$ cat src/design/run_length_level_decoder_core_macros.svh
// ----------------------------------------------------------------------------
// Run-length level decoder assertion macros
// Implication checks on the rising edge of clk, disabled while rst_n is low.
// ----------------------------------------------------------------------------
`ifndef RUN_LENGTH_LEVEL_DECODER_CORE_MACROS_SVH
`define RUN_LENGTH_LEVEL_DECODER_CORE_MACROS_SVH

`ifndef ASSERT_OFF

// same-cycle implication
`define RLLD_ASSERT_IMPLY(lbl, ante, cons, msg) \
    lbl: assert property (@(posedge clk) disable iff (!rst_n) (ante) |-> (cons)) \
        else $error(msg);

// next-cycle implication
`define RLLD_ASSERT_NEXT(lbl, ante, cons, msg) \
    lbl: assert property (@(posedge clk) disable iff (!rst_n) (ante) |=> (cons)) \
        else $error(msg);

`else

`define RLLD_ASSERT_IMPLY(lbl, ante, cons, msg)

`define RLLD_ASSERT_NEXT(lbl, ante, cons, msg)

`endif

`endif

$ cat src/design/rlld_pkg.sv
// ----------------------------------------------------------------------------
// Run-length level decoder package
// Shared widths, codes, record types and saturating arithmetic.
// ----------------------------------------------------------------------------
`timescale 1ns / 1ps
`default_nettype none

package rlld_pkg;

    localparam int COUNT_BITS      = 32;
    localparam int RUN_BITS        = 32;
    localparam int TOTAL_BITS      = 32;
    localparam int LEVEL_BITS      = 8;
    localparam int VALUE_BITS      = 16;
    localparam int TABLE_DEPTH     = 255;
    localparam int TABLE_ADDR_BITS = $clog2(TABLE_DEPTH);
    localparam int FIFO_DEPTH      = 8;
    localparam int FIFO_PTR_BITS   = $clog2(FIFO_DEPTH);
    localparam int FIFO_CNT_BITS   = FIFO_PTR_BITS + 1;
    localparam int INFLIGHT_BITS   = 3;
    localparam int PADDR_BITS      = 4;
    localparam int REG_IDX_BITS    = 2;
    localparam int PDATA_BITS      = 32;

    typedef logic [COUNT_BITS-1:0]      count_t;
    typedef logic [LEVEL_BITS-1:0]      level_t;
    typedef logic [VALUE_BITS-1:0]      value_t;
    typedef logic [TABLE_ADDR_BITS-1:0] taddr_t;
    typedef logic [1:0]                 status_t;

    localparam level_t  LEVEL_CODE_MAX  = 8'd255;
    localparam level_t  TABLE_DEPTH_LV  = LEVEL_BITS'(TABLE_DEPTH);
    localparam level_t  BPV_PACKED      = 8'd8;
    localparam level_t  MAX_LEVEL_RESET = 8'd1;
    localparam level_t  BPV_RESET       = 8'd8;

    localparam logic OP_TABLE_LOAD = 1'b0;
    localparam logic OP_DATA       = 1'b1;

    localparam status_t STATUS_OK        = 2'd0;
    localparam status_t STATUS_BAD_WIDTH = 2'd1;
    localparam status_t STATUS_OVERRUN   = 2'd2;
    localparam status_t STATUS_UNDERRUN  = 2'd3;

    localparam logic [REG_IDX_BITS-1:0] REG_MAX_LEVEL      = 2'd0;
    localparam logic [REG_IDX_BITS-1:0] REG_PIXEL_TOTAL    = 2'd1;
    localparam logic [REG_IDX_BITS-1:0] REG_BITS_PER_VALUE = 2'd2;

    typedef struct packed {
        logic   valid;
        logic   has_a;
        logic   has_b;
        logic   b_has_run;
        logic   b_unit;
        level_t lev_a;
        level_t lev_b;
        count_t acc;
        count_t pend;
    } front_s1_t;

    typedef struct packed {
        value_t                rep_value;
        logic                  missing;
        logic [RUN_BITS-1:0]   run_length;
        status_t               status;
        logic                  final_record;
    } record_t;

    typedef struct packed {
        logic    push_a;
        logic    push_b;
        record_t rec_a;
        record_t rec_b;
    } push_t;

    function automatic count_t sat_add(count_t a, count_t b);
        logic [COUNT_BITS:0] s;
        s = {1'b0, a} + {1'b0, b};
        return s[COUNT_BITS] ? '1 : s[COUNT_BITS-1:0];
    endfunction

    function automatic count_t sat_inc_sum(count_t a, count_t b);
        logic [COUNT_BITS:0] s;
        s = {1'b0, a} + {1'b0, b} + {{COUNT_BITS{1'b0}}, 1'b1};
        return s[COUNT_BITS] ? '1 : s[COUNT_BITS-1:0];
    endfunction

    function automatic count_t sat_mul_byte(count_t a, level_t b);
        logic [COUNT_BITS+LEVEL_BITS-1:0] p;
        p = {{LEVEL_BITS{1'b0}}, a} * {{COUNT_BITS{1'b0}}, b};
        return (|p[COUNT_BITS+LEVEL_BITS-1:COUNT_BITS]) ? '1 : p[COUNT_BITS-1:0];
    endfunction

    function automatic taddr_t level_addr(level_t lev);
        return (lev < TABLE_DEPTH_LV) ? lev[TABLE_ADDR_BITS-1:0] : '0;
    endfunction

    function automatic status_t status_of(count_t done, logic [TOTAL_BITS-1:0] total,
                                          level_t bpv, logic fin);
        status_t st;
        if (bpv != BPV_PACKED)
            st = STATUS_BAD_WIDTH;
        else if (done > total)
            st = STATUS_OVERRUN;
        else if (fin && (done < total))
            st = STATUS_UNDERRUN;
        else
            st = STATUS_OK;
        return st;
    endfunction

endpackage

`default_nettype wire

$ cat src/design/rlld_front.sv
// ----------------------------------------------------------------------------
// Run tracker
// Holds the open run, folds in run-length digits and issues table reads.
// ----------------------------------------------------------------------------
`timescale 1ns / 1ps
`default_nettype none
`include "run_length_level_decoder_core_macros.svh"

module rlld_front import rlld_pkg::*; (
    input  wire          clk,
    input  wire          rst_n,
    input  wire          data_take,
    input  wire level_t  data_byte,
    input  wire          end_of_field,
    input  wire level_t  max_level,
    output front_s1_t    s1,
    output logic         rd_en,
    output taddr_t       raddr_a,
    output taddr_t       raddr_b
);

    level_t    pending_level_reg, pending_level_next;
    logic      pending_valid_reg, pending_valid_next;
    count_t    acc_reg, acc_next;
    count_t    pend_reg, pend_next;
    count_t    pw_reg, pw_next;
    front_s1_t s1_reg, s1_next;

    logic      is_digit;
    level_t    digit;
    level_t    base;
    count_t    dig_acc;
    count_t    dig_pend;
    count_t    dig_pw;

    always_comb
    begin
        is_digit = data_byte > max_level;
        digit    = data_byte - max_level - 8'd1;
        base     = LEVEL_CODE_MAX - max_level;
        dig_acc  = sat_add(acc_reg, pend_reg);
        dig_pend = sat_mul_byte(pw_reg, digit);
        dig_pw   = sat_mul_byte(pw_reg, base);

        pending_level_next = pending_level_reg;
        pending_valid_next = pending_valid_reg;
        acc_next           = acc_reg;
        pend_next          = pend_reg;
        pw_next            = pw_reg;

        if (data_take)
        begin
            if (is_digit)
            begin
                if (pending_valid_reg)
                begin
                    acc_next  = dig_acc;
                    pend_next = dig_pend;
                    pw_next   = dig_pw;
                end
            end
            else
            begin
                pending_level_next = data_byte;
                pending_valid_next = 1'b1;
                acc_next           = '0;
                pend_next          = '0;
                pw_next            = count_t'(1);
            end
            if (end_of_field)
            begin
                pending_level_next = '0;
                pending_valid_next = 1'b0;
                acc_next           = '0;
                pend_next          = '0;
                pw_next            = count_t'(1);
            end
        end

        s1_next.valid     = data_take;
        s1_next.has_a     = !is_digit && pending_valid_reg;
        s1_next.has_b     = end_of_field;
        s1_next.b_has_run = !is_digit || pending_valid_reg;
        s1_next.b_unit    = !is_digit;
        s1_next.lev_a     = pending_level_reg;
        s1_next.lev_b     = is_digit ? pending_level_reg : data_byte;
        s1_next.acc       = is_digit ? dig_acc : acc_reg;
        s1_next.pend      = is_digit ? dig_pend : pend_reg;

        rd_en   = data_take;
        raddr_a = level_addr(pending_level_reg);
        raddr_b = level_addr(s1_next.lev_b);
    end

    always_ff @(posedge clk or negedge rst_n)
    begin
        if (!rst_n)
        begin
            pending_level_reg <= '0;
            pending_valid_reg <= 1'b0;
            acc_reg           <= '0;
            pend_reg          <= '0;
            pw_reg            <= count_t'(1);
            s1_reg            <= '0;
        end
        else
        begin
            pending_level_reg <= pending_level_next;
            pending_valid_reg <= pending_valid_next;
            acc_reg           <= acc_next;
            pend_reg          <= pend_next;
            pw_reg            <= pw_next;
            s1_reg            <= s1_next;
        end
    end

    assign s1 = s1_reg;

    `RLLD_ASSERT_NEXT(a_eof_closes_run, data_take && end_of_field, !pending_valid_reg && (pw_reg == count_t'(1)), "field end left a run open")
    `RLLD_ASSERT_NEXT(a_level_opens_run, data_take && !is_digit && !end_of_field, pending_valid_reg && (acc_reg == '0) && (pend_reg == '0), "level byte did not open a clean run")

endmodule

`default_nettype wire

$ cat config.mk
export PLATFORM = sky130hd
export DESIGN_NAME = rlld_front
export DESIGN_NICKNAME = d
export VERILOG_FILES = /design/src/design/rlld_pkg.sv /design/src/design/rlld_front.sv
export VERILOG_INCLUDE_DIRS = /design/src /design/src/design
export SDC_FILE = /design/constraint.sdc
export NUM_CORES = 1
export LEC_CHECK = 0
export ABC_AREA = 1
export BUFFER_PORTS_ARGS = -buffer_cell sky130_fd_sc_hd__buf_4
export CAP_MARGIN = 30
export CORE_ASPECT_RATIO = 0.7
export CORE_UTILIZATION = 61
export DETAILED_ROUTE_END_ITERATION = 10
export PLACE_DENSITY_LB_ADDON = 0.08
export SYNTH_ARGS = -nofsm -noshare
export SYNTH_HDL_FRONTEND = slang
export SYNTH_SLANG_ARGS = --single-unit
$ cat constraint.sdc
create_clock -name clk -period 10.2 [get_ports clk]
set_clock_uncertainty 0.05 [all_clocks]
set_input_delay 2.04 -clock clk [delete_from_list [all_inputs] [get_ports clk]]
set_output_delay 2.04 -clock clk [all_outputs]
set_load 0.01 [all_outputs]
* Word-level counts from Yosys, hierarchy flattened
Index checks and enable logic that the tools add are counted.
Widths: inputs -> output; s select.
** Word-level totals
- Register bits :: 190
- Output and inout port bits :: 102
- Input bits :: 20
- Word-level logic and storage cells :: 52
** Cells by class
- Muxes and demuxes :: 20
- $lt $le $gt $ge :: 3
- Add/sub/neg operators :: 4
- Reduce and logical (&&, ||, !) cells :: 7
- $mul :: 2
- Eq/ne operators :: 2
** Operator list (number)
- $mux 32 :: 14
- $mul 32x8->40 :: 2
- $add 32x32->33 :: 1
- $mux 8 :: 4
- $lt 8x8->1 const B :: 2
- $reduce_or 8->1 :: 2
- $gt 8x8->1 :: 1
- $sub 8x1->8 const B :: 1
- $sub 8x8->8 :: 1
- $sub 8x8->8 const A :: 1
- $reduce_and 2->1 :: 2
- $ne 3x3->1 const B :: 1
- $mux 1 :: 2
- $ne 2x2->1 const B :: 1
- $logic_and 1x1->1 :: 1
- $logic_not 1->1 :: 1
- $logic_or 1x1->1 :: 1

* Depth between registers and ports, before layout
- Word-level depth :: 8
- Depth in mapped cells :: 39
- Gate-level depth less buffers :: 37

* Worst setup path before layout
Ideal clock, no wire load.
- Path kind :: input -> register
- Start :: input port max_level[0]
- End :: register pend_reg[10]
- Required time :: 10.032 ns
- Path slack :: 2.355 ns
- Library setup time :: 0.118 ns
- Buffers on the path :: 3
- Stages :: 31
- Data arrival time :: 7.677 ns
- Cell sequence :: clkinv_1 > clkbuf_1 > ha_1 > inv_1 > fa_1 > o21ai_0 > a31o_2 > xnor2_1 > clkbuf_1 > nor2_1 > fa_1 > fa_1 > fa_1 > inv_1 > fa_1 > inv_1 > ha_1 > nand2_1 > nand2_1 > o21bai_1 > inv_1 > o21ai_0 > a21oi_1 > nand2_1 > nand2_1 > nand2_1 > nor2_4 > buf_6 > nand4_2 > nand3_1 > nand2_1
** Between the ends
- Longest elaborated chain between the ends :: 8
- Elaborated cells between the ends (all ways) :: 11
- Classes of those cells :: add/sub: 2; mul: 1; order compare: 1; eq/ne: 1; mux: 4; reduce/logical: 2
** Ends and longest elaborated chain
- start: declaration :: line rlld_front.sv:15 : input wire level_t max_level,
- $sub 8x8->8 :: line rlld_front.sv:39 : digit = data_byte - max_level - 8'd1;
- $sub 8x1->8 :: line rlld_front.sv:39
- $mul 32x8->40 :: line rlld_pkg.sv:90 : p = {{LEVEL_BITS{1'b0}}, a} * {{COUNT_BITS{1'b0}}, b};
- $reduce_or 8->1 :: line rlld_pkg.sv:91 : return (|p[COUNT_BITS+LEVEL_BITS-1:COUNT_BITS]) ? '1 : p[COUNT_BITS-1:0];
- $mux 32 :: line rlld_pkg.sv:91
- $mux 32 :: line rlld_front.sv:55 : if (pending_valid_reg)
- $mux 32 :: line rlld_front.sv:53 : if (is_digit)
- $mux 32 :: line rlld_front.sv:70 : if (end_of_field)
- end signal: assignment :: line rlld_front.sv:111 : pend_reg <= pend_next;
- end: declaration :: line rlld_front.sv:25 : count_t pend_reg, pend_next;
Several ways; a longest one is shown, not always the timed one. The select of a mux whose other input is x is not followed.
A chain may end at the register's enable or synchronous reset.

==> reports/results.tsv <==
stage	metric	value	unit
pwr	power_leakage	14.4	nW
detailed_routing	wl_per_cell	17.9	um
timing	setup_tns	0	ns
detailed_routing	drtIter0Drc	2094	
timing	timing.final.crit_share	85.3	%
clock_network	cts_tree	yes	
clock_network	cts_buffers	17	
floorplan	rows	63	
timing	tightest_slew	1.01	ns
global_route	grt_pass1_vias	23000	
detailed_routing	routed.top_layer	met4	
critical_path	rrSetupSlack	3.97	ns
logic_synthesis	async_flop_share	100	%
critical_path	startpoint	max_level[1]	
detailed_routing	routed_wirelength	73700	um
floorplan	io_pins	122	
timing	fin_crit	8.70	ns
floorplan	dieArea	44100	sq um
floorplan	initial_core_util	62.1	%
floorplan	chipWidth	251	um
critical_path	ff2ff_path_depth	22	
floorplan	die_h	176	um
place	dp_hpwl	59500	um
critical_path	path_buf_inv	6	
critical_path	crit_path_top_delay_cell	nor2_8	
critical_path	crit_cells	36	
layout	drive_gt1_share	8.10	%
critical_path	critical_path.startpoint_type	input port	
critical_path	r2r_start	pw_reg[6]	
global_route	grt_pass1_wl	121000	um
timing	finalSetupViolCount	0	
layout	layout_commonest_cell	nand2_1	
clock_network	clk_path_buf_depth	2	
clock_network	cts_max_level	4	
logic_synthesis	ys_warn_count	0	
detailed_routing	ant_nets	0	
clock_network	cts.sinks	190	
critical_path	endpoint	s1[1]	
critical_path	crit_path_max_incr_delay	0.56	ns
logic_synthesis	yosysUniqueCellTypes	52	
clock_network	path_clk_slew	0.10	ns
layout	final_cell_mix	nand2_1, inv_1, nor2_1	
logic_synthesis	ys_ff_latch	190	
layout	fin_util	66.5	%
global_route	antenna_found_initial	1	
detailed_routing	wl_met3	7690	um
clock_network	cts-root-buf	clkbuf_16	
critical_path	worstSetupPathType	input port to flop	
logic_synthesis	synth_edf_count	0	
layout	final_nets	4086	
layout	largest_reg_flops	85	
timing	hold_violations	0	
status	status	completed	
critical_path	required	10.47	ns
critical_path	crit_top_cell	nand2_1	
critical_path	critPathTopFamily	adder cells	
logic_synthesis	syn_area	26400	sq um
critical_path	r2r-end	pw_reg[3]	
run	maxCapViolations	0	
critical_path	arrival	8.97	ns
place	place.gp.congestion	0.947	
detailed_routing	vias	23200	
logic_synthesis	yosysSeqAreaShare	18.0	%
place	io_buffers	121	
pwr	ir_worst_vdd	252	uV
critical_path	critPathMaxFanout	32	
clock_network	clk_latency	0.47	ns
timing	rsz0062_at_grt	no	
timing	maxSlewViolCount	0	
detailed_routing	via_per_inst	5.64	
layout	area_delta_synth_final	7.11	%
clock_network	postCtsSetupBuffers	0	
pwr	powerDensity	245	nW/um^2
layout	antenna_cells	0	
detailed_routing	drt_pass1_iterations	5	
detailed_routing	met1_length	33900	um
clock_network	postCtsHoldBufs	0	
logic_synthesis	syn-num-nets	4056	
logic_synthesis	syn_inst	3513	
logic_synthesis	avgSynthCellArea	7.51	sq um
global_route	grtUsageTotal	34.9	%
clock_network	ctsResizeCount	0	
timing	slew_headroom	32.7	%
global_route	grt_max_degree	105	
hold_path	hold_class	flop to flop	
floorplan	core-area	42500	sq um
detailed_routing	drc	0	
critical_path	cp-end-kind	flop	
logic_synthesis	synthFlopType	dfrtp_1	
timing	clock.fmax	115	MHz
global_route	grt-ovfl-total	0	
detailed_routing	dr_wl_met2	30800	um
==> final cells by class <==
cell class | instances | area (sq um)
timing repair buffer | 148 | 1170
clock inverter | 15 | 221
fill | 3680 | 14200
inverter | 583 | 2190
sequential | 190 | 4760
tap | 552 | 691
clock buffer | 17 | 425
multi-input combinational | 2603 | 18800
==> logic make-up after synthesis <==
group	count (synthesis)	synth area share, %
AO/OA/AOI/OAI	292	6.18
AND/OR/NAND/NOR	1714	27.3
buffers and inverters	720	10.9
adder cells (fa/ha/maj)	523	35.1
flip-flops	190	18.0
XOR/XNOR	74	2.46
==> per-stage QoR <==
stage                     total power, mW  instance area (sq um)  instances  hold slack (ns)  setup slack, ns
after floorplan                      5.02                  26400       3513            0.319             2.36
after global placement               6.00                  27600       4075            0.326             1.24
after detailed placement             6.12                  27600       4076            0.328             1.22
after CTS                            6.91                  28200       4108            0.347             1.66
after global routing                 7.60                  28200       4108            0.357            0.974
final                                6.93                  28200       4108            0.353             1.50
==> worst min-delay path by stage <==
| stage | from | cells past startpoint | endpoint | slack, ns |
|---|---|---|---|---|
| after global routing | pending_level_reg[6] | 0 | s1[78] | 0.36 |
| final | pending_level_reg[6] | 0 | s1[78] | 0.35 |
| after floorplan | pending_level_reg[1] | 0 | s1[73] | 0.32 |
| after detailed placement | pending_level_reg[6] | 0 | s1[78] | 0.33 |
| after CTS | pending_level_reg[6] | 0 | s1[78] | 0.35 |
| after global placement | pending_level_reg[5] | 0 | s1[77] | 0.33 |
==> power breakdown <==
part	internal (mW)	switching (mW)	total (mW)	leakage, nW
Combinational	1.85	3.10	4.95	11.6
Sequential	0.980	0.233	1.21	2.52
Clock	0.350	0.408	0.758	0.312
==> synth_stat cells, drive strengths merged, types with 2 or more instances <==
| master | n | area, sq um |
|---|---|---|
| xnor2 | 52 | 455 |
| a21boi | 5 | 37.5 |
| o21a | 4 | 30.0 |
| dfrtp | 189 | 4730 |
| a31oi | 8 | 50.1 |
| o21bai | 12 | 90.1 |
| nor4 | 9 | 62.6 |
| a21oi | 120 | 604 |
| inv | 555 | 2080 |
| buf | 52 | 374 |
| or2 | 8 | 50.1 |
| nand3 | 156 | 828 |
| nor3 | 27 | 150 |
| xor2 | 22 | 193 |
| clkbuf | 85 | 319 |
| ha | 161 | 2010 |
| o211ai | 7 | 52.6 |
| and2 | 2 | 12.5 |
| clkinv | 28 | 105 |
| nand3b | 3 | 22.5 |
| nand2 | 991 | 3770 |
| nand4 | 41 | 444 |
| nor2 | 476 | 1850 |
| a21o | 7 | 52.6 |
| o22ai | 24 | 150 |
| o21ai | 100 | 519 |
| fa | 362 | 7250 |
==> layer usage <==
layer | vias up | GRT usage [%]
met4 | 0 | 8.82
met2 | 1028 | 50.3
met1 | 11300 | 52.7
li1 | 10700 | -
met3 | 119 | 8.58
met5 | - | 0
Power figures use the tool's default switching activity.
