[config.mk]
export PLATFORM = sky130hd
export DESIGN_NAME = rlld_out_fifo
export DESIGN_NICKNAME = d
export VERILOG_FILES = /design/src/design/rlld_pkg.sv /design/src/design/rlld_out_fifo.sv
export VERILOG_INCLUDE_DIRS = /design/src /design/src/design
export SDC_FILE = /design/constraint.sdc
export NUM_CORES = 1
export LEC_CHECK = 0
export ABC_AREA = 0
export BUFFER_PORTS_ARGS = -buffer_cell sky130_fd_sc_hd__buf_2
export CORE_UTILIZATION = 40
export CTS_CLUSTER_DIAMETER = 40
export DETAILED_ROUTE_END_ITERATION = 10
export PLACE_DENSITY = 0.54
export REMOVE_ABC_BUFFERS = 1
export SLEW_MARGIN = 10
export SYNTH_ARGS = -nofsm -noshare
export SYNTH_HDL_FRONTEND = slang
export SYNTH_SLANG_ARGS = --single-unit
[constraint.sdc]
create_clock -name clk -period 13.5 [get_ports clk]
set_clock_uncertainty 0.15 [all_clocks]
set_input_delay 4.05 -clock clk [delete_from_list [all_inputs] [get_ports clk]]
set_output_delay 4.05 -clock clk [all_outputs]
set_load 0.1 [all_outputs]
[src/design/run_length_level_decoder_core_macros.svh]
// ----------------------------------------------------------------------------
// Run-length level decoder assertion macros
// Implication checks on the rising edge of clk, disabled while rst_n is low.
// ----------------------------------------------------------------------------
`ifndef RUN_LENGTH_LEVEL_DECODER_CORE_MACROS_SVH
`define RUN_LENGTH_LEVEL_DECODER_CORE_MACROS_SVH

`ifndef ASSERT_OFF

// same-cycle implication
`define RLLD_ASSERT_IMPLY(lbl, ante, cons, msg) \
    lbl: assert property (@(posedge clk) disable iff (!rst_n) (ante) |-> (cons)) \
        else $error(msg);

// next-cycle implication
`define RLLD_ASSERT_NEXT(lbl, ante, cons, msg) \
    lbl: assert property (@(posedge clk) disable iff (!rst_n) (ante) |=> (cons)) \
        else $error(msg);

`else

`define RLLD_ASSERT_IMPLY(lbl, ante, cons, msg)

`define RLLD_ASSERT_NEXT(lbl, ante, cons, msg)

`endif

`endif

[src/design/rlld_pkg.sv]
// ----------------------------------------------------------------------------
// Run-length level decoder package
// Shared widths, codes, record types and saturating arithmetic.
// ----------------------------------------------------------------------------
`timescale 1ns / 1ps
`default_nettype none

package rlld_pkg;

    localparam int COUNT_BITS      = 32;
    localparam int RUN_BITS        = 32;
    localparam int TOTAL_BITS      = 32;
    localparam int LEVEL_BITS      = 8;
    localparam int VALUE_BITS      = 16;
    localparam int TABLE_DEPTH     = 255;
    localparam int TABLE_ADDR_BITS = $clog2(TABLE_DEPTH);
    localparam int FIFO_DEPTH      = 8;
    localparam int FIFO_PTR_BITS   = $clog2(FIFO_DEPTH);
    localparam int FIFO_CNT_BITS   = FIFO_PTR_BITS + 1;
    localparam int INFLIGHT_BITS   = 3;
    localparam int PADDR_BITS      = 4;
    localparam int REG_IDX_BITS    = 2;
    localparam int PDATA_BITS      = 32;

    typedef logic [COUNT_BITS-1:0]      count_t;
    typedef logic [LEVEL_BITS-1:0]      level_t;
    typedef logic [VALUE_BITS-1:0]      value_t;
    typedef logic [TABLE_ADDR_BITS-1:0] taddr_t;
    typedef logic [1:0]                 status_t;

    localparam level_t  LEVEL_CODE_MAX  = 8'd255;
    localparam level_t  TABLE_DEPTH_LV  = LEVEL_BITS'(TABLE_DEPTH);
    localparam level_t  BPV_PACKED      = 8'd8;
    localparam level_t  MAX_LEVEL_RESET = 8'd1;
    localparam level_t  BPV_RESET       = 8'd8;

    localparam logic OP_TABLE_LOAD = 1'b0;
    localparam logic OP_DATA       = 1'b1;

    localparam status_t STATUS_OK        = 2'd0;
    localparam status_t STATUS_BAD_WIDTH = 2'd1;
    localparam status_t STATUS_OVERRUN   = 2'd2;
    localparam status_t STATUS_UNDERRUN  = 2'd3;

    localparam logic [REG_IDX_BITS-1:0] REG_MAX_LEVEL      = 2'd0;
    localparam logic [REG_IDX_BITS-1:0] REG_PIXEL_TOTAL    = 2'd1;
    localparam logic [REG_IDX_BITS-1:0] REG_BITS_PER_VALUE = 2'd2;

    typedef struct packed {
        logic   valid;
        logic   has_a;
        logic   has_b;
        logic   b_has_run;
        logic   b_unit;
        level_t lev_a;
        level_t lev_b;
        count_t acc;
        count_t pend;
    } front_s1_t;

    typedef struct packed {
        value_t                rep_value;
        logic                  missing;
        logic [RUN_BITS-1:0]   run_length;
        status_t               status;
        logic                  final_record;
    } record_t;

    typedef struct packed {
        logic    push_a;
        logic    push_b;
        record_t rec_a;
        record_t rec_b;
    } push_t;

    function automatic count_t sat_add(count_t a, count_t b);
        logic [COUNT_BITS:0] s;
        s = {1'b0, a} + {1'b0, b};
        return s[COUNT_BITS] ? '1 : s[COUNT_BITS-1:0];
    endfunction

    function automatic count_t sat_inc_sum(count_t a, count_t b);
        logic [COUNT_BITS:0] s;
        s = {1'b0, a} + {1'b0, b} + {{COUNT_BITS{1'b0}}, 1'b1};
        return s[COUNT_BITS] ? '1 : s[COUNT_BITS-1:0];
    endfunction

    function automatic count_t sat_mul_byte(count_t a, level_t b);
        logic [COUNT_BITS+LEVEL_BITS-1:0] p;
        p = {{LEVEL_BITS{1'b0}}, a} * {{COUNT_BITS{1'b0}}, b};
        return (|p[COUNT_BITS+LEVEL_BITS-1:COUNT_BITS]) ? '1 : p[COUNT_BITS-1:0];
    endfunction

    function automatic taddr_t level_addr(level_t lev);
        return (lev < TABLE_DEPTH_LV) ? lev[TABLE_ADDR_BITS-1:0] : '0;
    endfunction

    function automatic status_t status_of(count_t done, logic [TOTAL_BITS-1:0] total,
                                          level_t bpv, logic fin);
        status_t st;
        if (bpv != BPV_PACKED)
            st = STATUS_BAD_WIDTH;
        else if (done > total)
            st = STATUS_OVERRUN;
        else if (fin && (done < total))
            st = STATUS_UNDERRUN;
        else
            st = STATUS_OK;
        return st;
    endfunction

endpackage

`default_nettype wire

[src/design/rlld_out_fifo.sv]
// ----------------------------------------------------------------------------
// Record queue
// Takes up to two records per cycle and hands them out one per transaction.
// ----------------------------------------------------------------------------
`timescale 1ns / 1ps
`default_nettype none
`include "run_length_level_decoder_core_macros.svh"

module rlld_out_fifo import rlld_pkg::*; (
    input  wire                       clk,
    input  wire                       rst_n,
    input  wire push_t                push,
    input  wire                       out_ready,
    output logic                      out_valid,
    output record_t                   head,
    output logic [FIFO_CNT_BITS-1:0]  count
);

    record_t                    entries [FIFO_DEPTH];
    logic [FIFO_PTR_BITS-1:0]   wr_ptr_reg, wr_ptr_next;
    logic [FIFO_PTR_BITS-1:0]   rd_ptr_reg, rd_ptr_next;
    logic [FIFO_CNT_BITS-1:0]   count_reg, count_next;
    logic [FIFO_PTR_BITS-1:0]   wr_ptr_inc;
    logic [1:0]                 n_push;
    logic                       pop;
    logic [FIFO_CNT_BITS:0]     fill_after;
    record_t                    first_rec;

    always_comb
    begin
        n_push      = 2'(push.push_a) + 2'(push.push_b);
        pop         = out_valid && out_ready;
        wr_ptr_inc  = wr_ptr_reg + FIFO_PTR_BITS'(1);
        first_rec   = push.push_a ? push.rec_a : push.rec_b;
        wr_ptr_next = wr_ptr_reg + FIFO_PTR_BITS'(n_push);
        rd_ptr_next = rd_ptr_reg + FIFO_PTR_BITS'(pop);
        count_next  = count_reg + FIFO_CNT_BITS'(n_push) - FIFO_CNT_BITS'(pop);
        fill_after  = {1'b0, count_reg} + (FIFO_CNT_BITS + 1)'(n_push);
    end

    always_ff @(posedge clk)
    begin
        if (push.push_a || push.push_b)
        begin
            entries[wr_ptr_reg] <= first_rec;
        end
        if (push.push_a && push.push_b)
        begin
            entries[wr_ptr_inc] <= push.rec_b;
        end
    end

    always_ff @(posedge clk or negedge rst_n)
    begin
        if (!rst_n)
        begin
            wr_ptr_reg <= '0;
            rd_ptr_reg <= '0;
            count_reg  <= '0;
        end
        else
        begin
            wr_ptr_reg <= wr_ptr_next;
            rd_ptr_reg <= rd_ptr_next;
            count_reg  <= count_next;
        end
    end

    assign out_valid = (count_reg != '0);
    assign head      = entries[rd_ptr_reg];
    assign count     = count_reg;

    `RLLD_ASSERT_IMPLY(a_no_overflow, push.push_a || push.push_b, fill_after <= (FIFO_CNT_BITS + 1)'(FIFO_DEPTH), "record queue overflow")

endmodule

`default_nettype wire

### After elaboration in Yosys (flattened, before gate mapping)

Memories as Yosys holds them, arrays and structs flattened.
Cells that the tools add are included.

| cells by class | value |
|---|---|
| reductions and logical operators | 4 |
| add/subtract/negate cells | 6 |
| muxes and demuxes | 5 |

Operators by type and width:

| kind | count |
|---|---|
| $mux W52 | 1 |
| $add A4 B2 Y4 | 1 |
| $mux W1 | 4 |
| $reduce_bool A4 Y1 | 1 |
| $sub A4 B1 Y4 | 1 |
| $add A3 B1 Y3 | 1 |
| $add A3 B1 Y3 const B | 1 |
| $add A3 B2 Y3 | 1 |
| $add A1 B1 Y2 | 1 |
| $logic_and A1 B1 Y1 | 2 |
| $logic_or A1 B1 Y1 | 1 |

| word-level totals | value |
|---|---|
| output and inout bits | 57 |
| bits in registers | 10 |
| memory bits (writable) | 416 |
| input port bits | 109 |
| logic and storage cells | 19 |
| memories kept | 1 |

Memory list:

| memory | depth | width | rd ports | clocked after Yosys merged registers in | wr ports | RTL line | RTL |
|---|---|---|---|---|---|---|---|
| entries | 8 | 52 | 1 | 0 | 2 | rlld_out_fifo.sv:19 | `record_t entries [FIFO_DEPTH];` |

### Logic depth before layout (Yosys ltp)

Gate-level depths: netlist of the first run.

| logic depth | value |
|---|---|
| word-level depth | 3 |
| depth in mapped cells | 9 |

### Worst setup path after synthesis of the first run

No wires, ideal clock.

| timing | value |
|---|---|
| path kind | in2reg |
| from | input port push[105] (netlist name) |
| to | memory entries[2][0] (netlist name) (enable) |
| arrival | 9.025 ns |
| setup time | 0.542 ns |
| buffers on the path | 2 |
| data required time | 12.808 ns |
| stages | 6 |
| slack | 3.782 ns |
| path through | clkbuf_1 buf_1 inv_1 ha_1 nand2b_1 o32ai_1 |

RTL lines:

| what | RTL line | RTL |
|---|---|---|
| start, declared | rlld_out_fifo.sv:12 | `input wire push_t push,` |
| end, declared | rlld_out_fifo.sv:19 |  |

==> impl_metrics.json, run 1 <==
{
  "mostFrequentLayoutCells": "mux2_2 (520), edfxtp_1 (416), buf_2 (165)",
  "die_h_um": 235.5,
  "syn_area_sq_um": 21810,
  "yosys_warnings": 0,
  "setup_viol": 0,
  "htreeDepth": 3,
  "largest_register_ff_count": 416,
  "start_util_pct": 40.54,
  "tightest_slew_ns": 1.098,
  "vias": 11740,
  "crit_path_max_fanout": 42,
  "wl_per_cell_um": 25.51,
  "seq_area_frac_synth_pct": 58.41,
  "cts_tree": "done",
  "insertion_delay_ns": 0.59,
  "cap_violations": 0,
  "rsz0062_at_grt": "false",
  "critPathArrivalTime_ns": 3.65,
  "grt_pass1_vias": 12850,
  "cts_sinks": 426,
  "worstPathRequired_ns": 9.30,
  "fin_tns_setup_ns": 0,
  "critPathLaunchType": "register",
  "cts_buffer_depth": 3,
  "hpwl_mm": 29.77,
  "core_sq_um": 53810,
  "root_buffer": "clkbuf_16",
  "hp-class": "register to register",
  "diodes": 0,
  "crit_type": "register to primary output",
  "cts_buffers": 78,
  "clk_pin_slew_ns": 0.04,
  "post-route-period-util_pct": 58.17,
  "post_cts_resize_count": 0,
  "period_minus_slack_ns": 7.853,
  "slew_viol_final": 0,
  "ios": 166,
  "post-route-drc-count": 0,
  "drt_iter0_drc": 547,
  "fill_cells": 4614,
  "ys_types": 34,
  "drt_wl_total_mm": 54.37,
  "dieArea_sq_um": 55470,
  "syn_to_final_growth_pct": 19.19,
  "grt_antenna_before_repair": 3,
  "synth.avg_cell_area_sq_um": 18.32,
  "ys_async_sr_fraction_pct": 2.347,
  "final_antenna_net_count": 0,
  "endpoint_kind": "primary output",
  "slew_headroom_pct": 26.83,
  "final_common_cell": "mux2_2",
  "die_w_um": 235.5,
  "hold_violations": 0,
  "grt_max_degree": 65,
  "status": "completed",
  "synthCells": 1191,
  "post_cts.repair.setup_buffers": 0,
  "viasPerCell": 5.508,
  "drtPass1Iterations": 4,
  "ys_ff_latch": 426,
  "hold_buffers": 0,
  "place_congestion": 0.7033,
  "synth_edf_count": 416,
  "grtUsageTotal_pct": 19.95,
  "post_route_cells_drive_above_1_share_pct": 66.13,
  "layout.nets": 1496,
  "grt_pass1_wl_mm": 82.30,
  "max_freq_mhz": 127.3,
  "row_count": 85,
  "synth_top_flop_cell": "edfxtp_1",
  "grt_overflow": 0,
  "io_buffers": 165
}
-- worst max-delay path, cell delays in order, from the launching register on --
cell and delay, ns:
dfrtp_4 0.94, buf_4 0.84, mux4_2 0.65, mux2_2 0.28, buf_2 0.29
-- routing by layer --
| metal | up-vias | global-route usage (%) | share of wire (%) |
|---|---|---|---|
| met5 | - | 0 | 0.024 |
| met4 | 2 | 6.021 | 1.9 |
| met3 | 74 | 3.377 | 3.5 |
| met2 | 240 | 33.08 | 49 |
| met1 | 6142 | 26.84 | 45 |
| li1 | 5279 | - | - |
-- cells in the mapped netlist, drive strengths merged (2+ instances only) --
cell      n  share of area [%]
mux2    520                 27
edfxtp  416                 57
mux4    104                 11
buf      57                1.3
clkbuf   21               0.36
dfrtp    10                1.1
ha       10               0.57
inv      10               0.17
nand2     5              0.098
nor2      5               0.11
xnor2     4               0.25
xor2      4               0.20
nand2b    3              0.086
nor3      3               0.17
o22ai     3              0.086
or2       3              0.086
fa        2               0.18
o21ai     2              0.046
-- layout make-up --
type,count,area (sq um),share of cell area [%]
clock buffers,86,2024,7.786
clock inverters,54,555.5,2.137
flip-flops and latches,426,12750,49.05
repair buffers,182,953.4,3.667
inverters,10,37.54,0.1444
well taps,696,870.8,3.349
multi-input cells,677,8806,33.87
-- cells by family (layout without fill, tap and decap cells) --
group,count (synthesis),after routing,synth area share [%]
adder cells (fa/ha/maj),12,12,0.7571
XOR/XNOR,8,8,0.4417
AND/OR/NAND/NOR,24,24,0.7112
flip-flops,426,426,58.41
buffers and inverters,88,332,1.835
multiplexers,624,624,37.58
AO/OA/AOI/OAI,9,9,0.2639
-- final timing paths --
| kind | startpoint | end | slack (ns) | cells past startpoint |
|---|---|---|---|---|
| min | count[0] | count[0] | 0.39 | 1 |
| max reg2reg | wr_ptr_reg[0] | entries[0][50] | 9.71 | 5 |
| max | rd_ptr_reg[0] | head[11] | 5.65 | 4 |
| max in group asynchronous | rst_n | rd_ptr_reg[0] | 9.80 | 1 |
| min in group asynchronous | rst_n | rd_ptr_reg[2] | 3.17 | 1 |
| min reg2reg | count[0] | count[0] | 0.39 | 1 |
-- per-stage QoR --
stage	std cells	area, sq um	utilization (%)	hold slack, ns	setup slack (ns)
2_1_floorplan	1113	21450	-	0.4299	4.077
3_3_place_gp	1991	23420	43.52	0.3805	5.743
4_1_cts	2131	26000	48.32	0.3909	5.485
5_1_grt	2131	26000	48.32	0.4044	5.373
6_report	2131	26000	48.32	0.3862	5.647
3_5_place_dp	1991	23420	43.52	0.3801	5.668
Power of run 1 is not shown: default switching activity piles up to over one toggle a cycle in this logic, so the estimate is an artifact.
==> run 2, diff against run 1 <==
==> constraint.sdc (replaced) <==
create_clock -name clk -period 7.5 [get_ports clk]
set_clock_uncertainty 0.15 [all_clocks]
set_input_delay 2.25 -clock clk [delete_from_list [all_inputs] [get_ports clk]]
set_output_delay 2.25 -clock clk [all_outputs]
set_load 0.1 [all_outputs]
==> impl_metrics.json, run 2 (synthesized netlist as in run 1, its figures left out) <==
{
  "status": "completed",
  "drtPass1Iterations": 5,
  "period_minus_slack_ns": 5.710,
  "post-route-drc-count": 0,
  "cap_violations": 0,
  "fill_cells": 4596,
  "grt_pass1_wl_mm": 86.67,
  "largest_register_ff_count": 416,
  "rsz0062_at_grt": "false",
  "endpoint_kind": "primary output",
  "ios": 166,
  "slew_viol_final": 0,
  "final_area_sq_um": 26180,
  "layout.nets": 1505,
  "hpwl_mm": 30.42,
  "critPathLaunchType": "register",
  "viasPerCell": 5.604,
  "core_sq_um": 53810,
  "cts_sinks": 426,
  "row_count": 85,
  "drt_wl_total_mm": 57.65,
  "insertion_delay_ns": 0.60,
  "post_route_cells_drive_above_1_share_pct": 66.46,
  "place_inst": 1997,
  "dieArea_sq_um": 55470,
  "slew_headroom_pct": 24.06,
  "fin_cells": 2149,
  "wl_per_cell_um": 26.83,
  "io_buffers": 165,
  "max_freq_mhz": 175.1,
  "die_w_um": 235.5,
  "mostFrequentLayoutCells": "mux2_2 (520), edfxtp_1 (416), buf_2 (165)",
  "grt_pass1_vias": 13090,
  "hold_violations": 0,
  "cts_buffers": 81,
  "root_buffer": "clkbuf_16",
  "place_area_sq_um": 23580,
  "setup_viol": 0,
  "htreeDepth": 3,
  "final_common_cell": "mux2_2",
  "critPathArrivalTime_ns": 3.31,
  "clk_pin_slew_ns": 0.05,
  "crit_path_max_fanout": 38,
  "cts_tree": "done",
  "fin_tns_setup_ns": 0,
  "grtUsageTotal_pct": 21.24,
  "grt_overflow": 0,
  "post_cts.repair.setup_buffers": 0,
  "die_h_um": 235.5,
  "vias": 12040,
  "worstPathRequired_ns": 5.10,
  "grt_antenna_before_repair": 2,
  "hp-class": "register to register",
  "hold_buffers": 0,
  "grt_max_degree": 86,
  "start_util_pct": 40.54,
  "post-route-period-util_pct": 76.13,
  "syn_to_final_growth_pct": 20.03,
  "cts_buffer_depth": 3,
  "tightest_slew_ns": 1.139,
  "drt_iter0_drc": 821,
  "crit_type": "register to primary output",
  "place_congestion": 0.7040,
  "post_cts_resize_count": 0,
  "final_antenna_net_count": 0
}
==> run 2: cell count changes in the layout (fill, tap and decap cells not counted), sizes merged <==
cell | previous run | this run
buf | 182 | 188
bufinv | 9 | 4
clkbuf | 86 | 94
clkinv | 31 | 32
clkinvlp | 6 | 13
diode | 0 | 1
==> run 2: worst paths after layout <==
check	start	end	slack (ns)	cells after the start
max	rd_ptr_reg[0]	head[8]	1.79	4
min	count[0]	count[0]	0.38	1
max reg2reg	wr_ptr_reg[0]	entries[7][33]	4.00	5
min reg2reg	count[0]	count[0]	0.38	1
max in group asynchronous	rst_n	rd_ptr_reg[2]	5.62	1
min in group asynchronous	rst_n	count[2]	1.36	1
==> run 2: critical path: stages, from the launching register on <==
cell and delay, ns:
dfrtp_4 1.06, buf_12 0.36, mux4_2 0.57, mux2_2 0.32, buf_2 0.30
==> run 2: per-layer routing <==
layer | track usage [%] | routed length [um] | vias to the layer above
li1 | - | - | 5321
met1 | 29.56 | 26380 | 6327
met2 | 33.94 | 27520 | 309
met3 | 4.092 | 2588 | 86
met4 | 5.803 | 1168 | 0
met5 | 0 | 0 | -
==> run 2: layout make-up <==
class                   count  area, sq um  share of cell area, %
flip-flops and latches    426        12750                  48.71
multi-input cells         677         8806                  33.63
clock buffers              94         2097                  8.009
repair buffers            188         1111                  4.243
well taps                 696        870.8                  3.326
clock inverters            57        505.5                  1.931
inverters                  10        37.54                 0.1434
diodes                      1        2.502               0.009557
==> run 2: per-stage QoR <==
step                      setup WS [ns]  hold slack (ns)  util [%]
after global routing              1.604           0.4306     48.65
after CTS                         1.690           0.3843     48.65
final                             1.790           0.3756     48.66
after global placement            2.354           0.3788     43.82
after floorplan                 -0.1234           0.4299         -
after detailed placement          2.341           0.3658     43.82
Power of run 2 is left out for the same reason.
