--- config.mk ---
export PLATFORM = sky130hd
export DESIGN_NAME = rlld_back
export DESIGN_NICKNAME = d
export VERILOG_FILES = /design/src/design/rlld_pkg.sv /design/src/design/rlld_back.sv
export VERILOG_INCLUDE_DIRS = /design/src /design/src/design
export SDC_FILE = /design/constraint.sdc
export NUM_CORES = 1
export LEC_CHECK = 0
export BUFFER_PORTS_ARGS = -buffer_cell sky130_fd_sc_hd__buf_4
export CAP_MARGIN = 20
export CORE_MARGIN = 4
export CORE_UTILIZATION = 56
export DETAILED_ROUTE_END_ITERATION = 12
export GPL_TIMING_DRIVEN = 0
export PLACE_DENSITY = 0.82
export SLEW_MARGIN = 20
export SYNTH_ARGS = -nofsm -noshare
export SYNTH_HDL_FRONTEND = slang
export SYNTH_SLANG_ARGS = --single-unit
--- constraint.sdc ---
create_clock -name clk -period 6.1 [get_ports clk]
set_input_delay 0 -clock clk [delete_from_list [all_inputs] [get_ports clk]]
set_output_delay 0 -clock clk [all_outputs]
set_load 0.005 [all_outputs]
--- src/design/run_length_level_decoder_core_macros.svh ---
// ----------------------------------------------------------------------------
// Run-length level decoder assertion macros
// Implication checks on the rising edge of clk, disabled while rst_n is low.
// ----------------------------------------------------------------------------
`ifndef RUN_LENGTH_LEVEL_DECODER_CORE_MACROS_SVH
`define RUN_LENGTH_LEVEL_DECODER_CORE_MACROS_SVH

`ifndef ASSERT_OFF

// same-cycle implication
`define RLLD_ASSERT_IMPLY(lbl, ante, cons, msg) \
    lbl: assert property (@(posedge clk) disable iff (!rst_n) (ante) |-> (cons)) \
        else $error(msg);

// next-cycle implication
`define RLLD_ASSERT_NEXT(lbl, ante, cons, msg) \
    lbl: assert property (@(posedge clk) disable iff (!rst_n) (ante) |=> (cons)) \
        else $error(msg);

`else

`define RLLD_ASSERT_IMPLY(lbl, ante, cons, msg)

`define RLLD_ASSERT_NEXT(lbl, ante, cons, msg)

`endif

`endif

--- src/design/rlld_pkg.sv ---
// ----------------------------------------------------------------------------
// Run-length level decoder package
// Shared widths, codes, record types and saturating arithmetic.
// ----------------------------------------------------------------------------
`timescale 1ns / 1ps
`default_nettype none

package rlld_pkg;

    localparam int COUNT_BITS      = 32;
    localparam int RUN_BITS        = 32;
    localparam int TOTAL_BITS      = 32;
    localparam int LEVEL_BITS      = 8;
    localparam int VALUE_BITS      = 16;
    localparam int TABLE_DEPTH     = 255;
    localparam int TABLE_ADDR_BITS = $clog2(TABLE_DEPTH);
    localparam int FIFO_DEPTH      = 8;
    localparam int FIFO_PTR_BITS   = $clog2(FIFO_DEPTH);
    localparam int FIFO_CNT_BITS   = FIFO_PTR_BITS + 1;
    localparam int INFLIGHT_BITS   = 3;
    localparam int PADDR_BITS      = 4;
    localparam int REG_IDX_BITS    = 2;
    localparam int PDATA_BITS      = 32;

    typedef logic [COUNT_BITS-1:0]      count_t;
    typedef logic [LEVEL_BITS-1:0]      level_t;
    typedef logic [VALUE_BITS-1:0]      value_t;
    typedef logic [TABLE_ADDR_BITS-1:0] taddr_t;
    typedef logic [1:0]                 status_t;

    localparam level_t  LEVEL_CODE_MAX  = 8'd255;
    localparam level_t  TABLE_DEPTH_LV  = LEVEL_BITS'(TABLE_DEPTH);
    localparam level_t  BPV_PACKED      = 8'd8;
    localparam level_t  MAX_LEVEL_RESET = 8'd1;
    localparam level_t  BPV_RESET       = 8'd8;

    localparam logic OP_TABLE_LOAD = 1'b0;
    localparam logic OP_DATA       = 1'b1;

    localparam status_t STATUS_OK        = 2'd0;
    localparam status_t STATUS_BAD_WIDTH = 2'd1;
    localparam status_t STATUS_OVERRUN   = 2'd2;
    localparam status_t STATUS_UNDERRUN  = 2'd3;

    localparam logic [REG_IDX_BITS-1:0] REG_MAX_LEVEL      = 2'd0;
    localparam logic [REG_IDX_BITS-1:0] REG_PIXEL_TOTAL    = 2'd1;
    localparam logic [REG_IDX_BITS-1:0] REG_BITS_PER_VALUE = 2'd2;

    typedef struct packed {
        logic   valid;
        logic   has_a;
        logic   has_b;
        logic   b_has_run;
        logic   b_unit;
        level_t lev_a;
        level_t lev_b;
        count_t acc;
        count_t pend;
    } front_s1_t;

    typedef struct packed {
        value_t                rep_value;
        logic                  missing;
        logic [RUN_BITS-1:0]   run_length;
        status_t               status;
        logic                  final_record;
    } record_t;

    typedef struct packed {
        logic    push_a;
        logic    push_b;
        record_t rec_a;
        record_t rec_b;
    } push_t;

    function automatic count_t sat_add(count_t a, count_t b);
        logic [COUNT_BITS:0] s;
        s = {1'b0, a} + {1'b0, b};
        return s[COUNT_BITS] ? '1 : s[COUNT_BITS-1:0];
    endfunction

    function automatic count_t sat_inc_sum(count_t a, count_t b);
        logic [COUNT_BITS:0] s;
        s = {1'b0, a} + {1'b0, b} + {{COUNT_BITS{1'b0}}, 1'b1};
        return s[COUNT_BITS] ? '1 : s[COUNT_BITS-1:0];
    endfunction

    function automatic count_t sat_mul_byte(count_t a, level_t b);
        logic [COUNT_BITS+LEVEL_BITS-1:0] p;
        p = {{LEVEL_BITS{1'b0}}, a} * {{COUNT_BITS{1'b0}}, b};
        return (|p[COUNT_BITS+LEVEL_BITS-1:COUNT_BITS]) ? '1 : p[COUNT_BITS-1:0];
    endfunction

    function automatic taddr_t level_addr(level_t lev);
        return (lev < TABLE_DEPTH_LV) ? lev[TABLE_ADDR_BITS-1:0] : '0;
    endfunction

    function automatic status_t status_of(count_t done, logic [TOTAL_BITS-1:0] total,
                                          level_t bpv, logic fin);
        status_t st;
        if (bpv != BPV_PACKED)
            st = STATUS_BAD_WIDTH;
        else if (done > total)
            st = STATUS_OVERRUN;
        else if (fin && (done < total))
            st = STATUS_UNDERRUN;
        else
            st = STATUS_OK;
        return st;
    endfunction

endpackage

`default_nettype wire

--- src/design/rlld_back.sv ---
// ----------------------------------------------------------------------------
// Record builder
// Forms run records, tracks decoded pixels and sets the field status.
// ----------------------------------------------------------------------------
`timescale 1ns / 1ps
`default_nettype none
`include "run_length_level_decoder_core_macros.svh"

module rlld_back import rlld_pkg::*; (
    input  wire                   clk,
    input  wire                   rst_n,
    input  wire front_s1_t        s1,
    input  wire value_t           rdata_a,
    input  wire value_t           rdata_b,
    input  wire [TOTAL_BITS-1:0]  pixel_total,
    input  wire level_t           bits_per_value,
    output push_t                 push,
    output logic [INFLIGHT_BITS-1:0] inflight
);

    count_t run_main;
    count_t run_b_s1;
    value_t rep_a_s1, rep_b_s1;
    logic   miss_a_s1, miss_b_s1;

    logic   has_a_reg, has_a_next;
    logic   has_b_reg, has_b_next;
    value_t rep_a_reg, rep_b_reg;
    logic   miss_a_reg, miss_b_reg;
    count_t run_a_reg, run_b_reg;
    count_t pd_reg, pd_next;

    count_t sum0, sum1, done_b;

    always_comb
    begin
        run_main  = sat_inc_sum(s1.acc, s1.pend);
        miss_a_s1 = (s1.lev_a == '0);
        rep_a_s1  = (miss_a_s1 || (s1.lev_a >= TABLE_DEPTH_LV)) ? '0 : rdata_a;
        miss_b_s1 = s1.b_has_run && (s1.lev_b == '0);
        rep_b_s1  = (!s1.b_has_run || (s1.lev_b == '0) || (s1.lev_b >= TABLE_DEPTH_LV))
                    ? '0 : rdata_b;
        if (!s1.b_has_run)
            run_b_s1 = '0;
        else if (s1.b_unit)
            run_b_s1 = count_t'(1);
        else
            run_b_s1 = run_main;
        has_a_next = s1.valid && s1.has_a;
        has_b_next = s1.valid && s1.has_b;
    end

    always_comb
    begin
        sum0   = sat_add(pd_reg, has_a_reg ? run_a_reg : run_b_reg);
        sum1   = sat_inc_sum(pd_reg, run_a_reg);
        done_b = has_a_reg ? sum1 : sum0;

        if (has_b_reg)
            pd_next = '0;
        else if (has_a_reg)
            pd_next = sum0;
        else
            pd_next = pd_reg;

        push.push_a                 = has_a_reg;
        push.rec_a.rep_value        = rep_a_reg;
        push.rec_a.missing          = miss_a_reg;
        push.rec_a.run_length       = RUN_BITS'(run_a_reg);
        push.rec_a.status           = status_of(sum0, pixel_total, bits_per_value, 1'b0);
        push.rec_a.final_record     = 1'b0;
        push.push_b                 = has_b_reg;
        push.rec_b.rep_value        = rep_b_reg;
        push.rec_b.missing          = miss_b_reg;
        push.rec_b.run_length       = RUN_BITS'(run_b_reg);
        push.rec_b.status           = status_of(done_b, pixel_total, bits_per_value, 1'b1);
        push.rec_b.final_record     = 1'b1;

        inflight = INFLIGHT_BITS'(has_a_next) + INFLIGHT_BITS'(has_b_next)
                 + INFLIGHT_BITS'(has_a_reg) + INFLIGHT_BITS'(has_b_reg);
    end

    always_ff @(posedge clk or negedge rst_n)
    begin
        if (!rst_n)
        begin
            has_a_reg <= 1'b0;
            has_b_reg <= 1'b0;
            pd_reg    <= '0;
        end
        else
        begin
            has_a_reg <= has_a_next;
            has_b_reg <= has_b_next;
            pd_reg    <= pd_next;
        end
    end

    always_ff @(posedge clk)
    begin
        rep_a_reg  <= rep_a_s1;
        miss_a_reg <= miss_a_s1;
        run_a_reg  <= run_main;
        rep_b_reg  <= rep_b_s1;
        miss_b_reg <= miss_b_s1;
        run_b_reg  <= run_b_s1;
    end

    `RLLD_ASSERT_NEXT(a_final_clears_pixels, has_b_reg, pd_reg == '0, "pixel count kept past field end")
    `RLLD_ASSERT_IMPLY(a_pair_unit_run, has_a_reg && has_b_reg, run_b_reg == count_t'(1), "closing run after level byte is not one pixel")

endmodule

`default_nettype wire

### After elaboration in Yosys (flattened, before gate mapping)

Cells that the tools add are included.

| storage, ports and cells | value |
|---|---|
| register bits after elaboration | 132 |
| bits of input ports | 159 |
| output and inout bits | 109 |
| logic and storage cells | 49 |

| cells by class | value |
|---|---|
| $add $sub $neg | 8 |
| magnitude comparators | 5 |
| equal/unequal tests | 1 |
| multiplexer cells | 13 |
| bitwise gates (word level) | 1 |
| reductions and logical operators | 11 |

Operator list:

| kind | number |
|---|---|
| $mux W32 | 7 |
| $add A32 B32 Y33 | 3 |
| $add A33 B1 Y33 const B | 2 |
| $gt A32 B32 Y1 | 2 |
| $lt A32 B32 Y1 | 1 |
| $ge A8 B8 Y1 const B | 2 |
| $logic_not A8 Y1 | 2 |
| $mux W2 | 5 |
| $ne A8 B4 Y1 const B | 1 |
| $add A2 B1 Y3 | 1 |
| $add A3 B1 Y3 | 1 |
| $logic_and A1 B1 Y1 | 3 |
| $logic_or A1 B1 Y1 | 3 |
| $add A1 B1 Y2 | 1 |
| $reduce_bool A2 Y1 | 1 |
| $reduce_or A2 Y1 | 1 |
| $logic_not A1 Y1 | 1 |
| $mux W1 | 1 |
| $not A1 Y1 | 1 |

### Depth between registers and ports, before layout

| logic depth | value |
|---|---|
| depth after elaboration | 8 |
| mapped depth | 25 |
| depth with buffers taken out | 22 |

### Worst setup path after synthesis

No wires, ideal clock.

| path | value |
|---|---|
| kind | reg-to-output |
| start point | register has_a_reg |
| end point | output push[2] (netlist name) |
| arrival time | 5004 ps |
| required time | 6100 ps |
| path slack | 1096 ps |
| cell stages (with the launch flop) | 25 |
| path buffers | 3 |
| path through | dfrtp_1 -> buf_6 -> clkbuf_1 -> mux2_2 -> ha_1 -> fa_1 -> a211oi_1 -> o211ai_2 -> a31oi_2 -> nand2_1 -> a41o_1 -> a221o_1 -> nor2_1 -> buf_2 -> a22oi_1 -> ha_1 -> a21o_1 -> a21o_1 -> a21o_1 -> a21o_1 -> a21oi_1 -> o21ai_0 -> a21oi_1 -> nand2_1 -> a31oi_1 |

RTL lines:

| what | line | RTL |
|---|---|---|
| from (decl) | rlld_back.sv:26 | `logic has_a_reg, has_a_next;` |
| from (signal assigned) | rlld_back.sv:93 | `has_a_reg <= has_a_next;` |
| to (decl) | rlld_back.sv:17 | `output push_t push,` |

==> results.cfg <==
[worst_setup_path]
path_class = flop to output pin
path_max_fanout = 10
setup.worst_path.start_class = flop
setup.worst_path.end_class = output pin
worstPathRequired_ps = 6100
worst-endpoint-arrival_ps = 5900
ff2ff_setup_slack_ps = 2120

[sta]
final-hold-violation-count = 0
slew_viol_final = 0
unrepaired_setup_endpoints_after_global_routing = yes
final.setup.worst_slack_ps = 201
worst_pin_slew_ps = 698
setup_viol_count_final = 0
finalHoldWorstSlack_ps = 23.4
timing.clock.skew_ps = 5.99
fin_tns_setup_ps = 0
fmaxAchievable_mhz = 170
worst_slew_margin_rel_pct = 53.4
layout_min_cycle_time_ps = 5900
final_min_period_over_clock_period_pct = 96.7

[power]
ir_worst_vdd_mv = 0.193
p_leak_nw = 7.30
cellPowerDensity_nw_per_um2 = 360
power_mw = 5.45

[global_routing]
grt_pass1_wl_mm = 62.2
grt_util_all_layers_pct = 32.5
grt_max_degree = 35
grt_antenna_before_repair = 0
grt_overflow_total = 0
first_global_vias = 12316

[die]
boundaryPins = 268
core_sq_um = 20400
initial_core_util_pct = 57.2
chipWidth_microns = 152
row_count = 52
die_height_microns = 152
die_area_sq_um = 23200

[synthesis]
most_numerous_cell_in_the_yosys_netlist = sky130_fd_sc_hd__ha_1
synth_area_per_cell_sq_um = 8.18
synth_fp_nets = 1748
ys_dominant_reg_cell = sky130_fd_sc_hd__dfxtp_1
ys_top_cells_by_count = 162 x sky130_fd_sc_hd__ha_1, 128 x sky130_fd_sc_hd__a21oi_1, 116 x sky130_fd_sc_hd__nor2_1
synthesis.yosys.warnings = 0
synth_top_cells_by_area = sky130_fd_sc_hd__ha_1 17%, sky130_fd_sc_hd__dfxtp_1 17%, sky130_fd_sc_hd__dfrtp_1 7.3%, sky130_fd_sc_hd__a21oi_1 5.5%, sky130_fd_sc_hd__a21o_1 3.8%
async_sr_flop_fraction_pct = 25.8
number_of_synthesized_flops_with_an_enable_pin = 0
yosysSeqAreaShare_pct = 24.2
mappedNetlistArea_sq_um = 11600
number_of_standard_cells_after_synthesis = 1423
post_synth_num_cell_types = 82
ys_ff_latch = 132
synth_top_area_share_pct = 17.4
synth_area_leader_cell = sky130_fd_sc_hd__ha_1

[place]
place_hpwl_mm = 30.4
numPortBuffers = 265
post-place-cells = 1958
place_area_sq_um = 14000
pre_cts_setup_slack_ps = -86.7
replace_congestion = 0.969

[drt]
number_of_nets_still_failing_antenna_checks_after_routing = 0
dr_total_vias = 12201
drt_drc_violations_left = 0
via_per_inst = 5.98
detail_route.iter0.violations = 748
route.final.wire_length_mm = 38.8
wl_per_cell_microns = 19.0
drt_first_pass_iters = 11

[final_layout]
post-route-util_pct = 74.4
layout.nets = 2083
syn2layout_area_growth_pct = 30.1
n_antenna_cell = 0
postLayoutCellArea_sq_um = 15200
drive_above_1_share_pct = 22.1
final_instance_count_without_filler_cells = 2041

[clocking]
tritoncts = yes
cts_root_buffer = sky130_fd_sc_hd__clkbuf_16
clkSlewWorstSetupHoldPaths_ps = 60
number_of_clock_buffers_inserted_by_tritoncts = 17
max-clock-path-buffers = 2
htree_levels = 4
worst_skew_pair.late_latency_ps = 410
cts.sink_count = 132

[flow_run]
cap_violations = 0

[min_path]
worstHoldPathType = primary input to flop

[status]
outcome = finished, final reports clean
==> layout by cell type, fill, tap and decap left out, types with 28 or more instances in the layout <==
master / n
sky130_fd_sc_hd__dlygate4sd3_1: 48
sky130_fd_sc_hd__ha_1: 162
sky130_fd_sc_hd__a21oi_1: 127
sky130_fd_sc_hd__and2_1: 37
sky130_fd_sc_hd__dfrtp_1: 34
sky130_fd_sc_hd__nor2b_1: 32
sky130_fd_sc_hd__mux2_2: 32
sky130_fd_sc_hd__nor2_1: 115
sky130_fd_sc_hd__dfxtp_1: 98
sky130_fd_sc_hd__nand4_1: 32
sky130_fd_sc_hd__clkbuf_1: 39
sky130_fd_sc_hd__buf_4: 277
sky130_fd_sc_hd__xnor2_1: 44
sky130_fd_sc_hd__o21ai_0: 70
sky130_fd_sc_hd__nand3_1: 28
sky130_fd_sc_hd__a21o_1: 59
sky130_fd_sc_hd__nand2_1: 114
sky130_fd_sc_hd__nor3_1: 29
sky130_fd_sc_hd__xor2_1: 38
sky130_fd_sc_hd__inv_1: 67
==> power by group <==
group | switching [mW] | total, mW | leakage (nW) | internal, mW
Sequential | 0.163 | 1.16 | 1.24 | 0.993
Clock | 0.400 | 1.07 | 0.299 | 0.668
Combinational | 1.82 | 3.22 | 5.76 | 1.40
==> cells by family (layout without fill, tap and decap cells) <==
logic type | Yosys count | in the layout | synth area share [%]
AO/OA/AOI/OAI | 422 | 422 | 24.3
XOR/XNOR | 83 | 83 | 6.24
adder cells (fa/ha/maj) | 166 | 166 | 18.1
buffers and inverters | 135 | 483 | 5.08
flip-flops | 132 | 132 | 24.2
multiplexers | 34 | 34 | 3.27
other | 2 | 2 | 0.0645
AND/OR/NAND/NOR | 449 | 449 | 18.8
==> metal layers <==
| layer | vias up | GRT usage, % | part of all wire (%) |
|---|---|---|---|
| li1 | 5831 | - | - |
| met1 | 5574 | 38.8 | 38 |
| met2 | 674 | 56.8 | 48 |
| met3 | 122 | 7.53 | 10 |
| met4 | 0 | 12.1 | 3.8 |
| met5 | - | 0 | 0 |
==> layout make-up <==
| cell class | count | area (sq um) |
|---|---|---|
| Clock buffer | 21 | 460 |
| Fill cell | 1513 | 5210 |
| Inverter | 67 | 251 |
| Multi-Input combinational cell | 1156 | 8290 |
| Tap cell | 270 | 338 |
| Buffer | 68 | 353 |
| Timing Repair Buffer | 316 | 2490 |
| Clock inverter | 11 | 150 |
| Sequential cell | 132 | 2810 |
==> worst max-delay path: stages, from the launching register on <==
cell and delay (ps):
sky130_fd_sc_hd__dfrtp_1 360, sky130_fd_sc_hd__buf_6 160, sky130_fd_sc_hd__buf_4 210, sky130_fd_sc_hd__mux2_2 350, sky130_fd_sc_hd__ha_1 210, sky130_fd_sc_hd__fa_1 430, sky130_fd_sc_hd__a211oi_2 270, sky130_fd_sc_hd__o211ai_2 150
sky130_fd_sc_hd__a31oi_4 260, sky130_fd_sc_hd__nand2_2 120, sky130_fd_sc_hd__a41o_4 270, sky130_fd_sc_hd__a221o_2 400, sky130_fd_sc_hd__nor2_4 120, sky130_fd_sc_hd__clkbuf_4 210, sky130_fd_sc_hd__a22oi_1 100, sky130_fd_sc_hd__ha_1 310
sky130_fd_sc_hd__a21o_1 160, sky130_fd_sc_hd__a21o_1 170, sky130_fd_sc_hd__a21o_1 160, sky130_fd_sc_hd__a21o_1 170, sky130_fd_sc_hd__a21oi_1 140, sky130_fd_sc_hd__o21ai_0 170, sky130_fd_sc_hd__a21oi_2 200, sky130_fd_sc_hd__nand2_1 80
sky130_fd_sc_hd__a31oi_1 160, sky130_fd_sc_hd__buf_4 130
==> final timing paths <==
check / start / to / depth (start not counted)
worst max-delay path: has_a_reg$_DFF_PN0_ / push[2] / 25
min in group asynchronous: rst_n / pd_reg[2]$_DFFE_PN0P_ / 2
worst min register to register: pd_reg[0]$_DFFE_PN0P_ / pd_reg[0]$_DFFE_PN0P_ / 2
worst min-delay path: s1[53] / run_a_reg[21]$_DFF_P_ / 4
worst max register to register: has_a_reg$_DFF_PN0_ / pd_reg[30]$_DFFE_PN0P_ / 14
max in group asynchronous: rst_n / pd_reg[24]$_DFFE_PN0P_ / 2
==> repair_timing <==
action | 4_1_cts | 5_1_grt
hold buffers | 48 | 0
resized for setup | 9 | 13
hold endpoints to repair | 73 | 0
gates cloned | 0 | 0
buffers inserted | 1 | 2
pin swaps | 1 | 4
endpoints found under the setup margin | 3 | 3
Power figures use the tool's default switching activity.
